[config.mk]
export PLATFORM = sky130hd
export DESIGN_NAME = shape_overlap_test_core
export DESIGN_NICKNAME = d
export VERILOG_FILES = /design/src/sot_pkg.sv /design/src/shape_overlap_test_core.sv
export SDC_FILE = /design/constraint.sdc
export NUM_CORES = 2
export LEC_CHECK = 0
export BUFFER_PORTS_ARGS = -buffer_cell sky130_fd_sc_hd__buf_2
export CORE_UTILIZATION = 40
export CTS_BUF_LIST = sky130_fd_sc_hd__clkbuf_8
export DETAILED_ROUTE_END_ITERATION = 12
export SLEW_MARGIN = 10
export SYNTH_ARGS = -nofsm -noshare
export SYNTH_HDL_FRONTEND = slang
export SYNTH_SLANG_ARGS = --single-unit
export TNS_END_PERCENT = 30
[constraint.sdc]
create_clock -name clk -period 17.45 [get_ports clk]
set_input_delay 1.745 -clock clk [delete_from_list [all_inputs] [get_ports clk]]
set_output_delay 1.745 -clock clk [all_outputs]
set_load 0.02 [all_outputs]
[src/sot_pkg.sv]
// ----------------------------------------------------------------------------
// sot_pkg: shared constants for the shape overlap test
// Default coordinate width and fixed size-field width.
// ----------------------------------------------------------------------------
package sot_pkg;

    // Default width of signed x / y coordinates
    localparam int SOT_COORD_BITS = 12;

    // Width of the unsigned width / height / radius fields
    localparam int SOT_SIZE_BITS  = 10;

endpackage

[src/shape_overlap_test_core.sv]
// ----------------------------------------------------------------------------
// shape_overlap_test_core: box / circle overlap test
// Checks two shapes, each an axis-aligned box or a circle, for overlap.
// ----------------------------------------------------------------------------
// Usage
//   Input beat: a shape pair is taken at a rising edge with start high and
//   busy low. busy is always low, so a new pair can be offered every cycle.
//   Each shape is a box (left x, top y, width w, height h, closed spans) or
//   a circle (centre x, y, radius in w, h ignored). An unused shape forces
//   hit low.
//   Result beat: done is high for exactly one cycle and marks hit. There is
//   no back-pressure; the consumer must take the beat when done is high.
// Timing
//   Three register stages: input capture, squared distances, result.
//   Throughput is one pair per cycle; the squaring stage (four coordinate
//   squares and one threshold square, in parallel) sets the cycle budget.
// Reset
//   rst_n clears all beat-valid flags; no result beat is produced until a
//   pair has been taken after reset. The payload registers are not reset.
// ----------------------------------------------------------------------------
module shape_overlap_test_core #(
    parameter int COORD_BITS = sot_pkg::SOT_COORD_BITS
) (
    input  logic                               clk,
    input  logic                               rst_n,

    input  logic                               start,
    output logic                               busy,
    input  logic                               a_unused,
    input  logic                               a_circle,
    input  logic signed [COORD_BITS-1:0]       a_x,
    input  logic signed [COORD_BITS-1:0]       a_y,
    input  logic [sot_pkg::SOT_SIZE_BITS-1:0]  a_w,
    input  logic [sot_pkg::SOT_SIZE_BITS-1:0]  a_h,
    input  logic                               b_unused,
    input  logic                               b_circle,
    input  logic signed [COORD_BITS-1:0]       b_x,
    input  logic signed [COORD_BITS-1:0]       b_y,
    input  logic [sot_pkg::SOT_SIZE_BITS-1:0]  b_w,
    input  logic [sot_pkg::SOT_SIZE_BITS-1:0]  b_h,

    output logic                               done,
    output logic                               hit
);

    // Edge coordinates (x + w) need one bit over the wider of coord and size.
    localparam int SZW = sot_pkg::SOT_SIZE_BITS;
    localparam int XW  = ((COORD_BITS > SZW + 1) ? COORD_BITS : SZW + 1) + 1;
    // Differences between edge values
    localparam int DW  = XW + 1;
    // Square of a difference (always non-negative)
    localparam int SQW = 2 * DW - 1;
    // Sum of two squares
    localparam int SW  = SQW + 1;
    // Threshold: radius, or sum of radii plus one
    localparam int LW  = SZW + 1;

    // How the final stage forms hit
    typedef enum logic [1:0] {
        MODE_FLAG,    // result already known, carried in flag
        MODE_CC,      // circle vs circle: dist^2 < (ra + rb + 1)^2
        MODE_CORNER   // circle outside box on both axes: any corner <= r^2
    } mode_t;

    // ------------------------------------------------------------------
    // Stage 0: input capture
    // ------------------------------------------------------------------
    logic                          in_vld_reg;
    logic                          in_a_unused_reg, in_b_unused_reg;
    logic                          in_a_circle_reg, in_b_circle_reg;
    logic signed [COORD_BITS-1:0]  in_a_x_reg, in_a_y_reg, in_b_x_reg, in_b_y_reg;
    logic [SZW-1:0]                in_a_w_reg, in_a_h_reg, in_b_w_reg, in_b_h_reg;

    logic accept;
    assign busy   = 1'b0;
    assign accept = start && !busy;

    always_ff @(posedge clk or negedge rst_n)
    begin
        if (!rst_n)
        begin
            in_vld_reg <= 1'b0;
        end
        else
        begin
            in_vld_reg <= accept;
        end
    end

    always_ff @(posedge clk)
    begin
        if (accept)
        begin
            in_a_unused_reg <= a_unused;
            in_a_circle_reg <= a_circle;
            in_a_x_reg      <= a_x;
            in_a_y_reg      <= a_y;
            in_a_w_reg      <= a_w;
            in_a_h_reg      <= a_h;
            in_b_unused_reg <= b_unused;
            in_b_circle_reg <= b_circle;
            in_b_x_reg      <= b_x;
            in_b_y_reg      <= b_y;
            in_b_w_reg      <= b_w;
            in_b_h_reg      <= b_h;
        end
    end

    // ------------------------------------------------------------------
    // Stage 1: classify, edge tests, differences and squares
    // ------------------------------------------------------------------
    logic signed [DW-1:0] ax, ay, aw, ah, bx, by, bw, bh;
    logic signed [DW-1:0] cx, cy, cw;              // circle shape
    logic signed [DW-1:0] lx, ty, rx, byt;         // other shape edges
    logic signed [DW-1:0] ow, oh;
    logic signed [DW-1:0] dxl, dxr, dyt, dyb;
    logic signed [2*DW-1:0] pxl, pxr, pyt, pyb;
    logic [LW-1:0]        lim;
    logic [2*LW-1:0]      lim_sq;
    logic                 both_circ, both_box, bb_hit;
    logic                 inx, iny, edge_x, edge_y;

    assign ax = DW'(in_a_x_reg);
    assign ay = DW'(in_a_y_reg);
    assign aw = DW'(in_a_w_reg);
    assign ah = DW'(in_a_h_reg);
    assign bx = DW'(in_b_x_reg);
    assign by = DW'(in_b_y_reg);
    assign bw = DW'(in_b_w_reg);
    assign bh = DW'(in_b_h_reg);

    assign both_circ = in_a_circle_reg && in_b_circle_reg;
    assign both_box  = !in_a_circle_reg && !in_b_circle_reg;

    // Closed-interval overlap on both axes
    assign bb_hit = !((ax > bx + bw) || (ax + aw < bx) ||
                      (ay > by + bh) || (ay + ah < by));

    // Circle is a when a is a circle, else b; the other shape is the box
    assign cx  = in_a_circle_reg ? ax : bx;
    assign cy  = in_a_circle_reg ? ay : by;
    assign cw  = in_a_circle_reg ? aw : bw;
    assign lx  = in_a_circle_reg ? bx : ax;
    assign ty  = in_a_circle_reg ? by : ay;
    assign ow  = in_a_circle_reg ? bw : aw;
    assign oh  = in_a_circle_reg ? bh : ah;
    assign rx  = lx + ow;
    assign byt = ty + oh;

    assign inx    = (cx >= lx) && (cx <= rx);
    assign iny    = (cy >= ty) && (cy <= byt);
    assign edge_y = ((cy < ty) && (ty - cy <= cw)) || ((cy > byt) && (cy - byt <= cw));
    assign edge_x = ((cx < lx) && (lx - cx <= cw)) || ((cx > rx) && (cx - rx <= cw));

    // For circle vs circle, dxl / dyt are the centre-to-centre deltas
    assign dxl = lx - cx;
    assign dxr = rx - cx;
    assign dyt = ty - cy;
    assign dyb = byt - cy;

    assign pxl = dxl * dxl;
    assign pxr = dxr * dxr;
    assign pyt = dyt * dyt;
    assign pyb = dyb * dyb;

    assign lim    = both_circ ? (LW'(in_a_w_reg) + LW'(in_b_w_reg) + LW'(1))
                              : LW'(cw[SZW-1:0]);
    assign lim_sq = (2*LW)'(lim) * (2*LW)'(lim);

    mode_t            sq_mode_next;
    logic             sq_flag_next;

    always_comb
    begin
        sq_mode_next = MODE_FLAG;
        sq_flag_next = 1'b0;
        if (in_a_unused_reg || in_b_unused_reg)
        begin
            sq_mode_next = MODE_FLAG;
            sq_flag_next = 1'b0;
        end
        else if (both_box)
        begin
            sq_flag_next = bb_hit;
        end
        else if (both_circ)
        begin
            sq_mode_next = MODE_CC;
        end
        else if (inx && iny)
        begin
            sq_flag_next = 1'b1;
        end
        else if (inx)
        begin
            sq_flag_next = edge_y;
        end
        else if (iny)
        begin
            sq_flag_next = edge_x;
        end
        else
        begin
            sq_mode_next = MODE_CORNER;
        end
    end

    logic             sq_vld_reg;
    mode_t            sq_mode_reg;
    logic             sq_flag_reg;
    logic [SQW-1:0]   sq_xl_reg, sq_xr_reg, sq_yt_reg, sq_yb_reg;
    logic [2*LW-1:0]  sq_lim_reg;

    always_ff @(posedge clk or negedge rst_n)
    begin
        if (!rst_n)
        begin
            sq_vld_reg <= 1'b0;
        end
        else
        begin
            sq_vld_reg <= in_vld_reg;
        end
    end

    always_ff @(posedge clk)
    begin
        if (in_vld_reg)
        begin
            sq_mode_reg <= sq_mode_next;
            sq_flag_reg <= sq_flag_next;
            sq_xl_reg   <= pxl[SQW-1:0];
            sq_xr_reg   <= pxr[SQW-1:0];
            sq_yt_reg   <= pyt[SQW-1:0];
            sq_yb_reg   <= pyb[SQW-1:0];
            sq_lim_reg  <= lim_sq;
        end
    end

    // ------------------------------------------------------------------
    // Stage 2: sum of squares against threshold
    // ------------------------------------------------------------------
    logic [SW-1:0] d_tl, d_tr, d_bl, d_br, thr;
    logic          hit_next;

    assign d_tl = SW'(sq_xl_reg) + SW'(sq_yt_reg);
    assign d_tr = SW'(sq_xr_reg) + SW'(sq_yt_reg);
    assign d_bl = SW'(sq_xl_reg) + SW'(sq_yb_reg);
    assign d_br = SW'(sq_xr_reg) + SW'(sq_yb_reg);
    assign thr  = SW'(sq_lim_reg);

    always_comb
    begin
        case (sq_mode_reg)
            MODE_FLAG:   hit_next = sq_flag_reg;
            MODE_CC:     hit_next = (d_tl < thr);
            MODE_CORNER: hit_next = (d_tl <= thr) || (d_tr <= thr) ||
                                    (d_bl <= thr) || (d_br <= thr);
            default:     hit_next = 1'b0;
        endcase
    end

    logic done_reg;
    logic hit_reg;

    always_ff @(posedge clk or negedge rst_n)
    begin
        if (!rst_n)
        begin
            done_reg <= 1'b0;
        end
        else
        begin
            done_reg <= sq_vld_reg;
        end
    end

    always_ff @(posedge clk)
    begin
        if (sq_vld_reg)
        begin
            hit_reg <= hit_next;
        end
    end

    assign done = done_reg;
    assign hit  = hit_reg;

    // ------------------------------------------------------------------
    // Assertions
    // ------------------------------------------------------------------
    // Every accepted pair produces a result beat
    a_latency: assert property (@(posedge clk) disable iff (!rst_n)
        accept |-> ##3 done)
        else $error("result beat missing after accepted pair");

    // No result beat without an earlier accepted pair
    a_no_spurious: assert property (@(posedge clk) disable iff (!rst_n)
        !accept |-> ##3 !done)
        else $error("result beat without accepted pair");

    // An unused shape forces no hit
    a_unused_miss: assert property (@(posedge clk) disable iff (!rst_n)
        (accept && (a_unused || b_unused)) |-> ##3 !hit)
        else $error("hit reported for unused shape");

    // Two identical active shapes always overlap
    a_self_hit: assert property (@(posedge clk) disable iff (!rst_n)
        (accept && !a_unused && !b_unused && (a_circle == b_circle) &&
         (a_x == b_x) && (a_y == b_y) && (a_w == b_w) && (a_h == b_h))
        |-> ##3 hit)
        else $error("identical shapes reported as no hit");

endmodule
==> metrics.yaml <==
floorplan.initialDensity: 0.4036
area_growth_pct: 6.759
max-clock-path-buffers: 3
cts.clk_slew.worst_paths_ns: 0.06
drv_cap: 0
min_period_ns: 11.29
place_congestion: 0.9454
ys_ff_latch: 224
dp_hpwl_um: 117000
hold_buffers: 0
drc: 0
crit_path_max_fanout: 170
drt_iter0_markers: 2545
wl_um: 135400
synthArstFlopShare: 0.01339
cts_buffers: 41
vias: 39120
grt_max_degree: 171
worstSetupPathType: "flip-flop to flip-flop"
die-area_um2: 130300
seq_area_um2: 6715
clock-sinks: 224
fin_util: 0.4309
yosysMostFrequentCell: "inv_1"
crit_path_frequent_cell: "fa_1"
overflow: 0
synthesis.area_um2: 51540
max_slew.worst_pin.slew_ns: 1.179
fill_cells: 12570
cp-start-kind: "flip-flop"
clock_skew_ns: 0.04781
synth_edf_count: 221
crit_arrival_ns: 11.66
fin_ws_ns: 6.159
ys.flop_type: "edfxtp_1"
ios: 98
antenna_found_initial: 2
run_status: "finished clean"
htreeDepth: 2
die-width_um: 361.0
wire_per_inst_um: 18.12
fp.dieH_um: 361.0
crit_family: "adder cells"
syn_inst: 5685
crit_buf_inv: 7
cts-root-buf: "clkbuf_8"
max_freq_mhz: 88.57
grt_pass1_vias: 41100
critPathMaxStageDelay_ns: 0.77
post_cts_buffers: 0
yosys.area.top_type_share: 0.2933
avgSynthCellArea_um2: 9.066
num_rows: 131
yosys-top-cells-count: "inv_1, fa_1, ha_1, nor2_1, nand2_1"
min_period_over_period: 0.6471
ctsResizeCount: 0
cts_tree: "yes"
hold_viol: 0
rsz0062_at_grt: "false"
fp.coreArea_um2: 127700
drive_above_1_share: 0.05267
grt_usage: 0.2118
cp-end-kind: "flip-flop"
via_per_inst: 5.235
port_buffers: 96
synth_top_cell_by_area: "fa_1"
synthTopCellsByArea: "fa_1, ha_1, edfxtp_1, inv_1, xnor2_1"
synth-warning-count: 0
multi_input_area_um2: 40030
max_slew_margin: 0.2115
grt_pass1_wl_um: 218500
worst_hold_path_type: "flip-flop to flip-flop"
synth.distinct_cells: 98
slowest_stage: "fa_1"
nets: 7332
firstDrtPassIters: 8
cp.required_ns: 17.82
place_ws_ns: 6.331
ant_nets: 0
yosysSeqAreaShare: 0.1302
clock_latency_ns: 0.66
finalMaxSlewViolations: 0
hold_slack_ns: 0.4030
setup_viol: 0
tns_ns: 0
==> through the flow <==
step                instances  cell area, um^2
floorplan                5691            51560
global placement         7403            54160
detailed placement       7403            54160
CTS                      7472            55020
global route             7473            55020
finish                   7473            55020
==> per-layer routing <==
layer  vias up  global-route usage  share of wire
met1     19200              0.2722           0.43
met2       980              0.3594           0.47
met3       242             0.02776          0.052
met4         0             0.08527          0.045
met5         -                   0              0
li1      18710                   -              -
==> final timing paths <==
check / start / end / slack [ns] / depth (start not counted)
hold reg to reg: sq_vld_reg / done / 0.40 / 0
max in group asynchronous: rst_n / in_vld_reg / 16.42 / 1
hold / removal: sq_vld_reg / done / 0.40 / 0
min in group asynchronous: rst_n / done / 0.91 / 1
setup reg to reg: in_a_circle_reg / sq_xr_reg[26] / 6.16 / 42
setup / recovery: in_a_circle_reg / sq_xr_reg[26] / 6.16 / 42
==> cells by family (layout without fill, tap and decap cells) <==
group | count (synthesis) | after routing | synth area share
adder cells (fa/ha/maj) | 1459 | 1459 | 0.4639
AND/OR/NAND/NOR | 1368 | 1368 | 0.1220
buffers and inverters | 1280 | 1399 | 0.09380
AO/OA/AOI/OAI | 951 | 951 | 0.1197
XOR/XNOR | 353 | 353 | 0.06013
flip-flops | 224 | 224 | 0.1302
multiplexers | 49 | 49 | 0.01017
other | 1 | 8 | 0.00007276
==> layout by cell type (no fill, tap or decap), types with 41 or more instances in the layout <==
| cell | synthesis | routed |
|---|---|---|
| nand4_1 | 42 | 42 |
| nand2_1 | 405 | 405 |
| buf_2 | 14 | 95 |
| nor2b_1 | 71 | 71 |
| buf_4 | 3 | 56 |
| fa_1 | 755 | 755 |
| nand3_1 | 70 | 70 |
| clkbuf_8 | 0 | 41 |
| o21a_1 | 43 | 43 |
| o21bai_1 | 64 | 64 |
| inv_1 | 1155 | 1160 |
| a21o_1 | 141 | 141 |
| nor3_1 | 69 | 69 |
| o21ai_0 | 186 | 186 |
| ha_1 | 698 | 698 |
| nand2b_1 | 77 | 77 |
| a21oi_1 | 282 | 282 |
| nor2_1 | 479 | 479 |
| edfxtp_1 | 221 | 221 |
| xnor2_1 | 257 | 256 |
| xor2_1 | 95 | 95 |
==> cell type report <==
type | count | area share
Antenna cell | 1 | 0.00004548
Clock buffer | 41 | 0.01026
Clock inverter | 28 | 0.005367
Inverter | 1178 | 0.08036
Multi-Input combinational cell | 4187 | 0.7275
Sequential cell | 224 | 0.1220
Tap cell | 1662 | 0.03779
Timing Repair Buffer | 152 | 0.01665
Power is not shown: default switching activity piles up to over one toggle a cycle in this logic, so the estimate is an artifact.
